### src/hw/rtl/qft_pkg.sv
// Shared types and constants for the quoted field tokenizer.
`timescale 1ns / 1ps
package qft_pkg;

  // Result kinds
  typedef enum logic [1:0] {
    EV_TOK_BYTE = 2'd0,
    EV_TOK_END  = 2'd1,
    EV_LIST_END = 2'd2
  } ev_t;

  // Configuration register indexes
  localparam logic [2:0] CFG_SEP_A      = 3'd0;
  localparam logic [2:0] CFG_SEP_B      = 3'd1;
  localparam logic [2:0] CFG_SEP_C      = 3'd2;
  localparam logic [2:0] CFG_SEP_D      = 3'd3;
  localparam logic [2:0] CFG_SEP_COUNT  = 3'd4;
  localparam logic [2:0] CFG_MAX_TOKENS = 3'd5;
  localparam logic [2:0] CFG_TRIM_RUNS  = 3'd6;
  localparam logic [2:0] CFG_QUOTING    = 3'd7;

  localparam int unsigned SEP_REGS = 4;

  // Characters with a meaning of their own
  localparam logic [7:0] CH_NUL    = 8'h00;
  localparam logic [7:0] CH_SQUOTE = 8'h27;
  localparam logic [7:0] CH_DQUOTE = 8'h22;
  localparam logic [7:0] CH_BSLASH = 8'h5C;
  localparam logic [7:0] CH_N      = 8'h6E;
  localparam logic [7:0] CH_R      = 8'h72;
  localparam logic [7:0] CH_T      = 8'h74;
  localparam logic [7:0] CH_LF     = 8'h0A;
  localparam logic [7:0] CH_CR     = 8'h0D;
  localparam logic [7:0] CH_TAB    = 8'h09;

  localparam int unsigned QUEUE_DEPTH = 4;
  localparam int unsigned QPTR_W      = 2;

  // Results caused by one byte; a second result is always a list end
  typedef struct packed {
    ev_t         ev;
    logic [7:0]  tok_byte;
    logic [15:0] num;
    logic        two;
    logic [15:0] num2;
  } q_entry_t;

endpackage

### src/hw/rtl/qft_front.sv
// Front end: configuration registers and the per-byte scanning state machine.
`timescale 1ns / 1ps
module qft_front #(
  parameter int SEP_SLOTS  = 4,
  parameter int COUNT_BITS = 16
) (
  input  logic              clk,
  input  logic              rst_n,
  input  logic              cfg_valid,
  input  logic [2:0]        cfg_index,
  input  logic [7:0]        cfg_data,
  input  logic              in_beat,
  input  logic [7:0]        ch,
  output logic              push,
  output qft_pkg::q_entry_t push_entry
);

  localparam int NSEP = (SEP_SLOTS < 4) ? SEP_SLOTS : 4;

  typedef enum logic [2:0] {
    S_START, S_PLAIN, S_QUOTED, S_ESCAPE, S_AFTERQ
  } mode_t;

  logic [7:0]            sep_r [NSEP];
  logic [2:0]            sep_count_r;
  logic [7:0]            max_tokens_r;
  logic                  trim_r;
  logic                  quoting_r;

  mode_t                 mode_r, mode_nxt;
  logic [7:0]            quote_r, quote_nxt;
  logic [COUNT_BITS-1:0] cnt_r, cnt_nxt, cnt_inc;

  logic       is_sep, at_last, is_q;
  logic [7:0] esc_byte;
  logic [7:0] max_m1;

  always_comb begin
    is_sep = 1'b0;
    for (int i = 0; i < NSEP; i++) begin
      if (3'(i) < sep_count_r && sep_r[i] == ch && ch != qft_pkg::CH_NUL) begin
        is_sep = 1'b1;
      end
    end
  end

  assign max_m1  = max_tokens_r - 8'd1;
  assign at_last = (max_tokens_r != 8'd0) && (cnt_r >= COUNT_BITS'(max_m1));
  assign cnt_inc = (cnt_r != {COUNT_BITS{1'b1}}) ? cnt_r + 1'b1 : cnt_r;
  assign is_q    = quoting_r && (ch == qft_pkg::CH_SQUOTE || ch == qft_pkg::CH_DQUOTE);

  always_comb begin
    unique case (ch)
      qft_pkg::CH_N: esc_byte = qft_pkg::CH_LF;
      qft_pkg::CH_R: esc_byte = qft_pkg::CH_CR;
      qft_pkg::CH_T: esc_byte = qft_pkg::CH_TAB;
      default:       esc_byte = ch;
    endcase
  end

  always_comb begin
    logic emit, end_str;
    emit      = 1'b0;
    end_str   = 1'b0;
    mode_nxt  = mode_r;
    quote_nxt = quote_r;
    cnt_nxt   = cnt_r;
    push_entry.ev       = qft_pkg::EV_TOK_BYTE;
    push_entry.tok_byte = ch;
    push_entry.num      = 16'(cnt_r);
    push_entry.two      = 1'b0;
    push_entry.num2     = 16'(cnt_inc);

    unique case (mode_r)
      S_START: begin
        if (trim_r && is_sep) begin
          emit = 1'b0;
        end else if (ch == qft_pkg::CH_NUL) begin
          emit    = 1'b1;
          end_str = 1'b1;
          if (trim_r) begin
            push_entry.ev = qft_pkg::EV_LIST_END;
          end else begin
            push_entry.ev  = qft_pkg::EV_TOK_END;
            push_entry.two = 1'b1;
          end
        end else if (!at_last && is_q) begin
          quote_nxt = ch;
          mode_nxt  = S_QUOTED;
        end else if (!at_last && is_sep) begin
          emit          = 1'b1;
          push_entry.ev = qft_pkg::EV_TOK_END;
          cnt_nxt       = cnt_inc;
        end else begin
          emit     = 1'b1;
          mode_nxt = S_PLAIN;
        end
      end
      S_PLAIN: begin
        emit = 1'b1;
        if (ch == qft_pkg::CH_NUL) begin
          end_str        = 1'b1;
          push_entry.ev  = qft_pkg::EV_TOK_END;
          push_entry.two = 1'b1;
        end else if (!at_last && is_sep) begin
          push_entry.ev = qft_pkg::EV_TOK_END;
          cnt_nxt       = cnt_inc;
          mode_nxt      = S_START;
        end
      end
      S_QUOTED: begin
        if (ch == qft_pkg::CH_NUL) begin
          emit           = 1'b1;
          end_str        = 1'b1;
          push_entry.ev  = qft_pkg::EV_TOK_END;
          push_entry.two = 1'b1;
        end else if (ch == qft_pkg::CH_BSLASH) begin
          mode_nxt = S_ESCAPE;
        end else if (ch == quote_r) begin
          emit          = 1'b1;
          push_entry.ev = qft_pkg::EV_TOK_END;
          cnt_nxt       = cnt_inc;
          mode_nxt      = S_AFTERQ;
        end else begin
          emit = 1'b1;
        end
      end
      S_ESCAPE: begin
        emit = 1'b1;
        if (ch == qft_pkg::CH_NUL) begin
          end_str        = 1'b1;
          push_entry.ev  = qft_pkg::EV_TOK_END;
          push_entry.two = 1'b1;
        end else begin
          push_entry.tok_byte = esc_byte;
          mode_nxt            = S_QUOTED;
        end
      end
      S_AFTERQ: begin
        if (ch == qft_pkg::CH_NUL) begin
          emit          = 1'b1;
          end_str       = 1'b1;
          push_entry.ev = qft_pkg::EV_LIST_END;
        end else begin
          mode_nxt = S_START;
        end
      end
      default: begin
        mode_nxt = S_START;
      end
    endcase

    if (push_entry.ev != qft_pkg::EV_TOK_BYTE) begin
      push_entry.tok_byte = 8'd0;
    end
    // String over: restart with a zero count
    if (end_str) begin
      mode_nxt  = S_START;
      quote_nxt = 8'd0;
      cnt_nxt   = '0;
    end
    push = in_beat && emit;
  end

  always_ff @(posedge clk) begin
    if (!rst_n) begin
      mode_r  <= S_START;
      quote_r <= 8'd0;
      cnt_r   <= '0;
    end else if (in_beat) begin
      mode_r  <= mode_nxt;
      quote_r <= quote_nxt;
      cnt_r   <= cnt_nxt;
    end
  end

  always_ff @(posedge clk) begin
    if (!rst_n) begin
      for (int i = 0; i < NSEP; i++) begin
        sep_r[i] <= (i == 0) ? 8'd32 : 8'd0;
      end
      sep_count_r  <= 3'd1;
      max_tokens_r <= 8'd0;
      trim_r       <= 1'b0;
      quoting_r    <= 1'b0;
    end else if (cfg_valid) begin
      unique case (cfg_index)
        qft_pkg::CFG_SEP_A, qft_pkg::CFG_SEP_B,
        qft_pkg::CFG_SEP_C, qft_pkg::CFG_SEP_D: begin
          for (int i = 0; i < NSEP; i++) begin
            if (cfg_index == 3'(i)) begin
              sep_r[i] <= cfg_data;
            end
          end
        end
        qft_pkg::CFG_SEP_COUNT:  sep_count_r  <= cfg_data[2:0];
        qft_pkg::CFG_MAX_TOKENS: max_tokens_r <= cfg_data;
        qft_pkg::CFG_TRIM_RUNS:  trim_r       <= cfg_data[0];
        qft_pkg::CFG_QUOTING:    quoting_r    <= cfg_data[0];
        default: ;
      endcase
    end
  end

endmodule

### src/hw/rtl/qft_queue.sv
// Short queue of result groups between the front and back ends.
`timescale 1ns / 1ps
module qft_queue (
  input  logic              clk,
  input  logic              rst_n,
  input  logic              push,
  input  qft_pkg::q_entry_t push_entry,
  output logic              full,
  input  logic              pop,
  output logic              not_empty,
  output qft_pkg::q_entry_t head
);

  localparam int unsigned CNT_W = qft_pkg::QPTR_W + 1;

  qft_pkg::q_entry_t               mem_r [qft_pkg::QUEUE_DEPTH];
  logic [qft_pkg::QPTR_W-1:0]      wr_r, rd_r;
  logic [CNT_W-1:0]                fill_r;

  assign full      = (fill_r == CNT_W'(qft_pkg::QUEUE_DEPTH));
  assign not_empty = (fill_r != '0);
  assign head      = mem_r[rd_r];

  always_ff @(posedge clk) begin
    if (push) begin
      mem_r[wr_r] <= push_entry;
    end
  end

  always_ff @(posedge clk) begin
    if (!rst_n) begin
      wr_r   <= '0;
      rd_r   <= '0;
      fill_r <= '0;
    end else begin
      if (push) wr_r <= wr_r + 1'b1;
      if (pop)  rd_r <= rd_r + 1'b1;
      if (push && !pop) fill_r <= fill_r + 1'b1;
      else if (pop && !push) fill_r <= fill_r - 1'b1;
    end
  end

endmodule

### src/hw/rtl/qft_back.sv
// Back end: output register that sends one or two result beats per group.
`timescale 1ns / 1ps
module qft_back (
  input  logic              clk,
  input  logic              rst_n,
  input  logic              q_valid,
  input  qft_pkg::q_entry_t q_head,
  output logic              pop,
  output logic              out_valid,
  input  logic              out_ready,
  output logic [1:0]        ev,
  output logic [7:0]        tok_byte,
  output logic [15:0]       num,
  output logic              last
);

  logic              valid_r;
  logic              second_r;
  qft_pkg::q_entry_t cur_r;
  logic              beat, group_done;

  assign beat       = valid_r && out_ready;
  assign group_done = beat && (second_r || !cur_r.two);
  assign pop        = q_valid && (!valid_r || group_done);

  assign out_valid = valid_r;
  assign ev        = second_r ? qft_pkg::EV_LIST_END : cur_r.ev;
  assign tok_byte  = second_r ? 8'd0 : cur_r.tok_byte;
  assign num       = second_r ? cur_r.num2 : cur_r.num;
  assign last      = second_r || !cur_r.two;

  always_ff @(posedge clk) begin
    if (pop) begin
      cur_r <= q_head;
    end
  end

  always_ff @(posedge clk) begin
    if (!rst_n) begin
      valid_r  <= 1'b0;
      second_r <= 1'b0;
    end else if (pop) begin
      valid_r  <= 1'b1;
      second_r <= 1'b0;
    end else if (group_done) begin
      valid_r  <= 1'b0;
      second_r <= 1'b0;
    end else if (beat) begin
      // advance to the list end beat
      second_r <= 1'b1;
    end
  end

endmodule

### src/hw/rtl/quoted_field_tokenizer_unit.sv
// Top level of the quoted field tokenizer.
//
//  channel  direction  handshake             payload
//  in_      slave      in_tvalid/in_tready   tdata: ch
//  out_     master     out_tvalid/out_tready tdata: tok_byte, token_number;
//                                            tuser: event_res; tlast: run_last
//  cfg_     slave      cfg_valid/cfg_ready   cfg_index (register), cfg_data
//
// One byte is taken per cycle unless the queue is full; it is scanned in that
// cycle; its first result beat goes through the queue and the output register.
// A byte that causes two results occupies the output register for two beats,
// which the four-entry queue absorbs; input stalls only when the queue fills.
// rst_n is synchronous: scanning restarts at token start with a zero count and
// the configuration registers return to their defaults.
`timescale 1ns / 1ps
module quoted_field_tokenizer_unit #(
  parameter int SEP_SLOTS  = 4,
  parameter int COUNT_BITS = 16
) (
  input  logic        clk,
  input  logic        rst_n,
  input  logic        in_tvalid,
  output logic        in_tready,
  input  logic [7:0]  in_tdata,   // [7:0] ch
  output logic        out_tvalid,
  input  logic        out_tready,
  output logic [23:0] out_tdata,  // [7:0] tok_byte, [23:8] token_number
  output logic [1:0]  out_tuser,  // [1:0] event_res
  output logic        out_tlast,  // run_last
  input  logic        cfg_valid,
  output logic        cfg_ready,
  input  logic [2:0]  cfg_index,
  input  logic [7:0]  cfg_data
);

  logic              q_full, q_valid, q_push, q_pop;
  qft_pkg::q_entry_t q_in, q_head;
  logic [7:0]        tok_byte;
  logic [15:0]       token_number;

  assign in_tready = !q_full;
  assign cfg_ready = 1'b1;

  qft_front #(
    .SEP_SLOTS (SEP_SLOTS),
    .COUNT_BITS(COUNT_BITS)
  ) u_front (
    .clk       (clk),
    .rst_n     (rst_n),
    .cfg_valid (cfg_valid),
    .cfg_index (cfg_index),
    .cfg_data  (cfg_data),
    .in_beat   (in_tvalid && in_tready),
    .ch        (in_tdata),
    .push      (q_push),
    .push_entry(q_in)
  );

  qft_queue u_queue (
    .clk       (clk),
    .rst_n     (rst_n),
    .push      (q_push),
    .push_entry(q_in),
    .full      (q_full),
    .pop       (q_pop),
    .not_empty (q_valid),
    .head      (q_head)
  );

  qft_back u_back (
    .clk      (clk),
    .rst_n    (rst_n),
    .q_valid  (q_valid),
    .q_head   (q_head),
    .pop      (q_pop),
    .out_valid(out_tvalid),
    .out_ready(out_tready),
    .ev       (out_tuser),
    .tok_byte (tok_byte),
    .num      (token_number),
    .last     (out_tlast)
  );

  assign out_tdata = {token_number, tok_byte};

endmodule
### config.mk
export PLATFORM = sky130hd
export DESIGN_NAME = quoted_field_tokenizer_unit
export DESIGN_NICKNAME = d
export VERILOG_FILES = /design/src/hw/rtl/qft_pkg.sv /design/src/hw/rtl/qft_front.sv /design/src/hw/rtl/qft_queue.sv /design/src/hw/rtl/qft_back.sv /design/src/hw/rtl/quoted_field_tokenizer_unit.sv
export SDC_FILE = /design/constraint.sdc
export NUM_CORES = 1
export LEC_CHECK = 0
export BUFFER_PORTS_ARGS = -buffer_cell sky130_fd_sc_hd__buf_2
export CORE_AREA = 8 8 164 166
export CTS_BUF_LIST = sky130_fd_sc_hd__clkbuf_8
export DETAILED_ROUTE_END_ITERATION = 8
export DIE_AREA = 0 0 172 174
export PLACE_DENSITY = 0.75
export SLEW_MARGIN = 20
export SYNTH_ARGS = -nofsm -noshare
export SYNTH_HDL_FRONTEND = slang
export SYNTH_HIERARCHICAL = 1
export SYNTH_SLANG_ARGS = --single-unit
export TNS_END_PERCENT = 1
### constraint.sdc
create_clock -name clk -period 9.95 [get_ports clk]
set_clock_uncertainty 0.2 [all_clocks]
set_input_delay 1.4925 -clock clk [delete_from_list [all_inputs] [get_ports clk]]
set_output_delay 1.4925 -clock clk [all_outputs]
set_load 0.03 [all_outputs]
==> out/metrics.yaml, run 1 <==
n_fill_cell: 1929
max_freq_ghz: 0.197
post-route-period-util_pct: 51.0
slew_headroom_pct: 25.2
hp-start: "u_front/quote_r[7]"
cts_hold_buf: 0
tightest_slew_ps: 1110
io_buffers: 52
synth_top_cell_area_share_pct: 56.8
initial_utilization_pct: 53.2
hold_end: "u_front/quote_r[7]"
cts.sinks: 298
place.gp.congestion: 0.837
min_period_ps: 5070
synth-async-reset-ratio_pct: 0
drc: 0
die_y_um: 174
synth_common_cells: "edfxtp_1 (247), nand2_1 (61), nor2_1 (53), dfxtp_1 (51), and2_1 (46)"
grt_overflow: 0
hold_violations: 0
vias: 7190
die_x_um: 172
yosys.area_share.simple_pct: 11.3
cp-end-kind: "register"
rrSetupSlack_ps: 5230
dp_cells: 1229
post_cts_resized: 0
worstReg2RegStart: "u_front/max_tokens_r[2]"
yosys_warnings: 6
routed_wl_um: 24000
cp-start-kind: "primary input"
peakVddDrop_mv: 0.129
htreeDepth: 2
die_area_sq_mm: 0.0299
grt_start_max_net_pins: 47
synth_fa_ha_area_share_pct: 1.59
whs_path_depth: 2
drive_above_1_share_pct: 21.5
post_drt_via_cell_ratio: 5.46
worstReg2RegEnd: "u_queue/fill_r[2]"
synth-main-ff-cell: "edfxtp_1"
cts_root_buffer: "clkbuf_8"
syn_inst: 875
worstSetupPathType: "primary input to register"
tns_ps: 0
syn_nets: 915
clk-insertion-delay-late_ps: 560
max-cap-violations: 0
synth_mux_area_share_pct: 11.3
grt_antenna_before_repair: 0
ys_ff_latch: 298
hpwl_um: 15500
rsz0062_at_grt: "false"
multiInputGateArea_sq_mm: 0.00426
grt_pass1_vias: 7172
path_clk_slew_ps: 60
area_growth_pct: 10.6
core_region_area_sq_mm: 0.0245
r2r_cells: 19
regArea_sq_mm: 0.00844
synth_compound_area_share_pct: 4.04
dr.pass1.iters: 5
p_leak_nw: 5.08
synth-xor-area-share_pct: 4.16
setup_violations: 0
antenna_left: 0
status: "completed"
crit_fanout: 14
yosysUniqueCellTypes: 74
detail_route.wl_per_cell_um: 18.3
nets: 988
diodes: 0
yosysTopAreaCell: "edfxtp_1"
clk_path_buf_depth: 3
tritoncts: "built"
synthesis.area_sq_mm: 0.0131
cts_buffers: 47
synth_top_family_by_area: "simple AND/OR/NAND/NOR gates"
synth_seq_area_share_pct: 64.6
required_ps: 10240
hold_class: "register to register"
syn_avg_cell_area_sq_um: 14.9
crit_arrival_ps: 5360
drt_iter0_markers: 401
grt_pass1_wl_um: 38100
synth_edf_count: 247
drv_slew: 0
grt_usage_pct: 16.2
p_per_area_mw_per_mm2: 230
num_rows: 58
pin_count: 54
synthMostInstantiatedCell: "edfxtp_1"
instances_no_fill: 1316
post_cts_buffers: 0
synthTopCellsByArea: "edfxtp_1 (57%), dfxtp_1 (7.8%), mux4_2 (6.9%)"
[sequential cells by signal (all words and copies together), names as in the netlist, named ones only]
register and count:
u_queue/mem_r 172, u_front/quoting_r 1, u_front/sep_count_r 3, u_front/max_tokens_r 8, u_front/sep_r 32, u_queue/fill_r 3
u_front/quote_r 8, u_front/trim_r 1, u_queue/rd_r 2, u_queue/wr_r 2, u_front/mode_r 3, u_back/out_valid 1
u_back/second_r 1, u_back/cur_r 43, u_front/cnt_r 16
[kinds of logic (layout without fill, tap and decap cells)]
| group | after synthesis | count (layout) |
|---|---|---|
| flip-flops | 298 | 298 |
| AND/OR/NAND/NOR | 274 | 274 |
| multiplexers | 87 | 87 |
| AO/OA/AOI/OAI | 77 | 77 |
| XOR/XNOR | 62 | 62 |
| buffers and inverters | 60 | 171 |
| adder cells (fa/ha/maj) | 16 | 16 |
| other | 1 | 1 |
[stage by stage]
| stage | setup WS [ps] | hold WS [ps] | power (mW) | utilization (%) | area, sq um |
|---|---|---|---|---|---|
| after floorplan | 4670 | 221 | 2.23 | - | 13100 |
| after global placement | 4330 | 229 | 2.37 | 55.1 | 13500 |
| after detailed placement | 4290 | 230 | 2.39 | 55.1 | 13500 |
| after CTS | 4860 | 239 | 3.37 | 58.8 | 14400 |
| after global routing | 4560 | 253 | 3.48 | 58.9 | 14400 |
| final | 4880 | 234 | 3.33 | 58.9 | 14400 |
[where the power goes]
part           internal (mW)  switching, mW  leakage (nW)  total (mW)
combinational          0.286          0.409          1.67       0.695
sequential              1.57         0.0740          2.88        1.65
clock                  0.530          0.452         0.534       0.982
[worst max-delay path by stage]
stage | start | endpoint | slack (ps) | cells after the start
after floorplan | in_tdata[0] | u_queue/mem_r[0][0] | 4670 | 8
after global placement | in_tdata[1] | u_queue/fill_r[2] | 4330 | 13
after detailed placement | in_tdata[1] | u_queue/fill_r[2] | 4290 | 13
after CTS | in_tdata[1] | u_queue/fill_r[2] | 4860 | 13
after global routing | in_tdata[1] | u_queue/fill_r[2] | 4560 | 13
final | in_tdata[1] | u_queue/fill_r[2] | 4880 | 13
[placed cells by master, fill, tap and decap left out, types with 9 or more instances in the layout]
| master | netlist | final |
|---|---|---|
| dfxtp_1 | 51 | 49 |
| clkinv_1 | 1 | 10 |
| o21ai_0 | 13 | 12 |
| xnor2_1 | 40 | 40 |
| edfxtp_1 | 247 | 247 |
| nand2_1 | 61 | 61 |
| mux4_2 | 40 | 40 |
| mux2_4 | 9 | 9 |
| and2_1 | 46 | 42 |
| nand3_1 | 14 | 14 |
| a21oi_1 | 24 | 24 |
| mux2i_1 | 25 | 25 |
| inv_1 | 20 | 38 |
| buf_2 | 14 | 52 |
| mux2_2 | 10 | 10 |
| nor2b_1 | 19 | 18 |
| ha_1 | 15 | 15 |
| nor2_1 | 53 | 53 |
| buf_4 | 2 | 10 |
| nand4_1 | 19 | 19 |
| xor2_1 | 22 | 22 |
| clkbuf_8 | 0 | 48 |
| nor3_1 | 16 | 16 |
[worst max-delay path: stages]
cell and delay (ps):
buf_2 200, or4_4 580, nor4b_4 470, a21oi_1 130, a21oi_1 180, o21ai_0 100, a221oi_1 780, ha_1 310
inv_1 70, fa_1 430, xor2_1 170, or3_1 300, a21boi_0 160
[metal layers]
| metal | part of all wire [%] | track usage [%] |
|---|---|---|
| met1 | 43 | 21.0 |
| met2 | 50 | 26.6 |
| met4 | 2.5 | 6.11 |
| met5 | 0 | 0 |
| met3 | 5.1 | 3.18 |
[area by class of cell]
type	count	area share (%)
sequential	298	58.5
multi-input combinational	517	29.5
clock buffer	48	4.57
tap	330	2.86
timing repair buffer	62	2.32
clock inverter	39	1.69
inverter	22	0.572
Note: power is estimated with default switching activity, not from simulation.
==> run 2, diff against run 1 <==
- PLACE_DENSITY: 0.75 -> 0.78
- clock period: 9.95 -> 4.15 ns (I/O delays scaled with it)
==> run 2 against run 1 <==
Worst setup slack got worse by 4600 ps. Sequential power up 140%. First-iteration DRC count up 39%. Routed wire length rose by 2.4%. Global-route usage is 0.41 points higher. Power up 140%. Die area did not move.
==> out/metrics.yaml, run 2 (synthesis results as in run 1) <==
status: "completed"  # unchanged
cp-end-kind: "register"  # unchanged
place.gp.congestion: 0.835  # was 0.837
routed_wl_um: 24600  # was 24000 um
drt_iter0_markers: 559  # was 401
post_drt_via_cell_ratio: 5.49  # was 5.46
grt_usage_pct: 16.6  # was 16.2%
crit_arrival_ps: 4170  # was 5360 ps
regArea_sq_mm: 0.00844  # about the same
largest_reg_flops: 172  # unchanged
grt_util_met2_pct: 28.3  # was 26.6%
die_y_um: 174  # unchanged
required_ps: 4430  # was 10240 ps
grt_overflow: 0  # unchanged
grt_pass1_wl_um: 39000  # was 38100 um
crit_slowest_cell: "fa_1"  # was a221oi_1
dr.pass1.iters: 5  # unchanged
rsz0062_at_grt: "false"  # unchanged
antenna_left: 0  # unchanged
diodes: 0  # unchanged
initial_utilization_pct: 53.2  # unchanged
drive_above_1_share_pct: 23.4  # was 21.5%
drc: 0  # unchanged
finalInstanceArea_sq_mm: 0.0146  # was 0.0144 sq mm
num_rows: 58  # unchanged
place_ws_ps: -99.6  # was 4290 ps
grt_antenna_before_repair: 0  # unchanged
cts.sinks: 298  # unchanged
p_per_area_mw_per_mm2: 540  # was 230 mW/mm^2
cp_slowest_stage_delay_ps: 420  # was 780 ps
hold_class: "primary input to register"  # was register to register
final_cell_mix: "edfxtp_1 (247), nand2_1 (61), nor2_1 (53), buf_2 (52), clkbuf_8 (49)"  # was edfxtp_1 (247), nand2_1 (61), nor2_1 (53), buf_2 (52), dfxtp_1 (49)
clk_path_buf_depth: 3  # unchanged
core_region_area_sq_mm: 0.0245  # unchanged
pin_count: 54  # unchanged
place_area_sq_mm: 0.0137  # was 0.0135 sq mm
detail_route.wl_per_cell_um: 18.5  # was 18.3 um
use_met3_pct: 3.13  # was 3.18%
setup_violations: 0  # unchanged
htreeDepth: 2  # unchanged
clk-insertion-delay-late_ps: 550  # was 560 ps
io_buffers: 52  # unchanged
slew_headroom_pct: 33.6  # was 25.2%
cts_hold_buf: 0  # unchanged
grt_start_max_net_pins: 46  # was 47
max-cap-violations: 0  # unchanged
area_growth_pct: 11.9  # was 10.6%
nets: 1005  # was 988
die_x_um: 172  # unchanged
design_power_total_mw: 7.89  # was 3.33 mW
path_clk_slew_ps: 60  # about the same
drv_slew: 0  # unchanged
max_freq_ghz: 0.257
hpwl_um: 15700  # was 15500 um
crit_chain: "inv_1 -> ha_1 -> nand3b_1 -> xor2_1 -> ha_1 -> nand4_1 -> nor2_1 -> a221oi_1 -> nor2_1 -> nor2_1 -> a21oi_1 -> o21ai_0 -> a221oi_2 -> ha_2 -> inv_1 -> fa_1 -> xor2_1 -> or3_1 -> a21boi_1"  # was buf_2 -> or4_4 -> nor4b_4 -> a21oi_1 -> a21oi_1 -> o21ai_0 -> a221oi_1 -> ha_1 -> inv_1 -> fa_1 -> xor2_1 -> or3_1 -> a21boi_0
tritoncts: "built"  # unchanged
cts_root_buffer: "clkbuf_8"  # unchanged
setup_slack_ps: 265  # was 4880 ps
cpMostUsedCell: "nor2_1"  # was a21oi_1
tns_ps: 0  # unchanged
worstSetupPathType: "register to register"  # was primary input to register
post-route-period-util_pct: 93.6
cts_buffers: 45  # was 47
final_common_cell: "edfxtp_1"  # unchanged
gr-max-usage-layer: "met2"  # unchanged
multiInputGateArea_sq_mm: 0.00429  # was 0.00426 sq mm
peakVddDrop_mv: 0.278  # was 0.129 mV
min_period_ps: 3880
reg_top3: "u_queue/mem_r x172, u_back/cur_r x43, u_front/sep_r x32"  # unchanged
p_leak_nw: 5.19  # was 5.08 nW
die_area_sq_mm: 0.0299  # unchanged
grt_pass1_vias: 7467  # was 7172
n_fill_cell: 1900  # was 1929
regMostFlops: "u_queue/mem_r"  # unchanged
vias: 7316  # was 7190
tightest_slew_ps: 985  # was 1110 ps
use_met1_pct: 20.9  # was 21.0%
cp-start-kind: "register"  # was primary input
hold_violations: 0  # unchanged
crit_fanout: 3  # was 14
[run 2: cell types whose count changed in the layout (fill, tap and decap cells not counted), moves of 2 or more]
cell	change
dfxtp_2	+2
clkinv_1	-3
buf_12	+4
clkinv_2	-3
buf_4	+15
bufinv_16	-2
nor3_1	-2
inv_1	+3
[run 2: worst paths after layout]
path                                 from                      end  slack, ps  depth (start not counted)
setup reg to reg  u_front/max_tokens_r[0]        u_queue/fill_r[2]        270                         19
hold reg to reg        u_front/quote_r[6]       u_front/quote_r[6]        240                          2
setup / recovery  u_front/max_tokens_r[0]        u_queue/fill_r[2]        270                         19
hold / removal                cfg_data[1]  u_front/max_tokens_r[1]        190                          3
[run 2: final cells by class]
| type | count | share of cell area, % |
|---|---|---|
| multi-input combinational | 517 | 29.4 |
| inverter | 22 | 0.565 |
| clock inverter | 35 | 1.21 |
| timing repair buffer | 81 | 3.61 |
| sequential | 298 | 57.8 |
| tap | 330 | 2.83 |
| clock buffer | 49 | 4.62 |
[run 2: worst max-delay path: cells and delay by family (launching register included)]
family,cells,cell delay [ps]
AO/OA/AOI/OAI,5,750
AND/OR/NAND/NOR,6,890
flip-flops,1,320
buffers and inverters,2,160
adder cells (fa/ha/maj),4,1170
XOR/XNOR,2,340
[run 2: report_power, final]
part,switching (mW),internal (mW),total [mW]
Sequential,0.152,3.77,3.92
Clock,1.06,1.16,2.22
Combinational,1.03,0.715,1.75
[run 2: repair_timing]
action	in CTS	in global routing
gates resized for setup	1	7
pin swaps	1	6
buffers inserted	1	1
setup endpoints to repair	1	1
gates cloned	0	0
[run 2: layer usage]
| layer | up-vias | share of wire (%) | routed length, um |
|---|---|---|---|
| met4 | 0 | 2.3 | 577 |
| met5 | - | 0 | 0 |
| met1 | 3607 | 42 | 10400 |
| met2 | 196 | 51 | 12400 |
| li1 | 3465 | - | - |
| met3 | 48 | 4.8 | 1180 |
[run 2: per-stage QoR]
step	util (%)	instances	hold WS (ps)
floorplan	-	875	221
global placement	55.9	1246	233
detailed placement	55.9	1246	236
finish	59.6	1332	188
CTS	59.4	1331	150
global route	59.6	1332	175
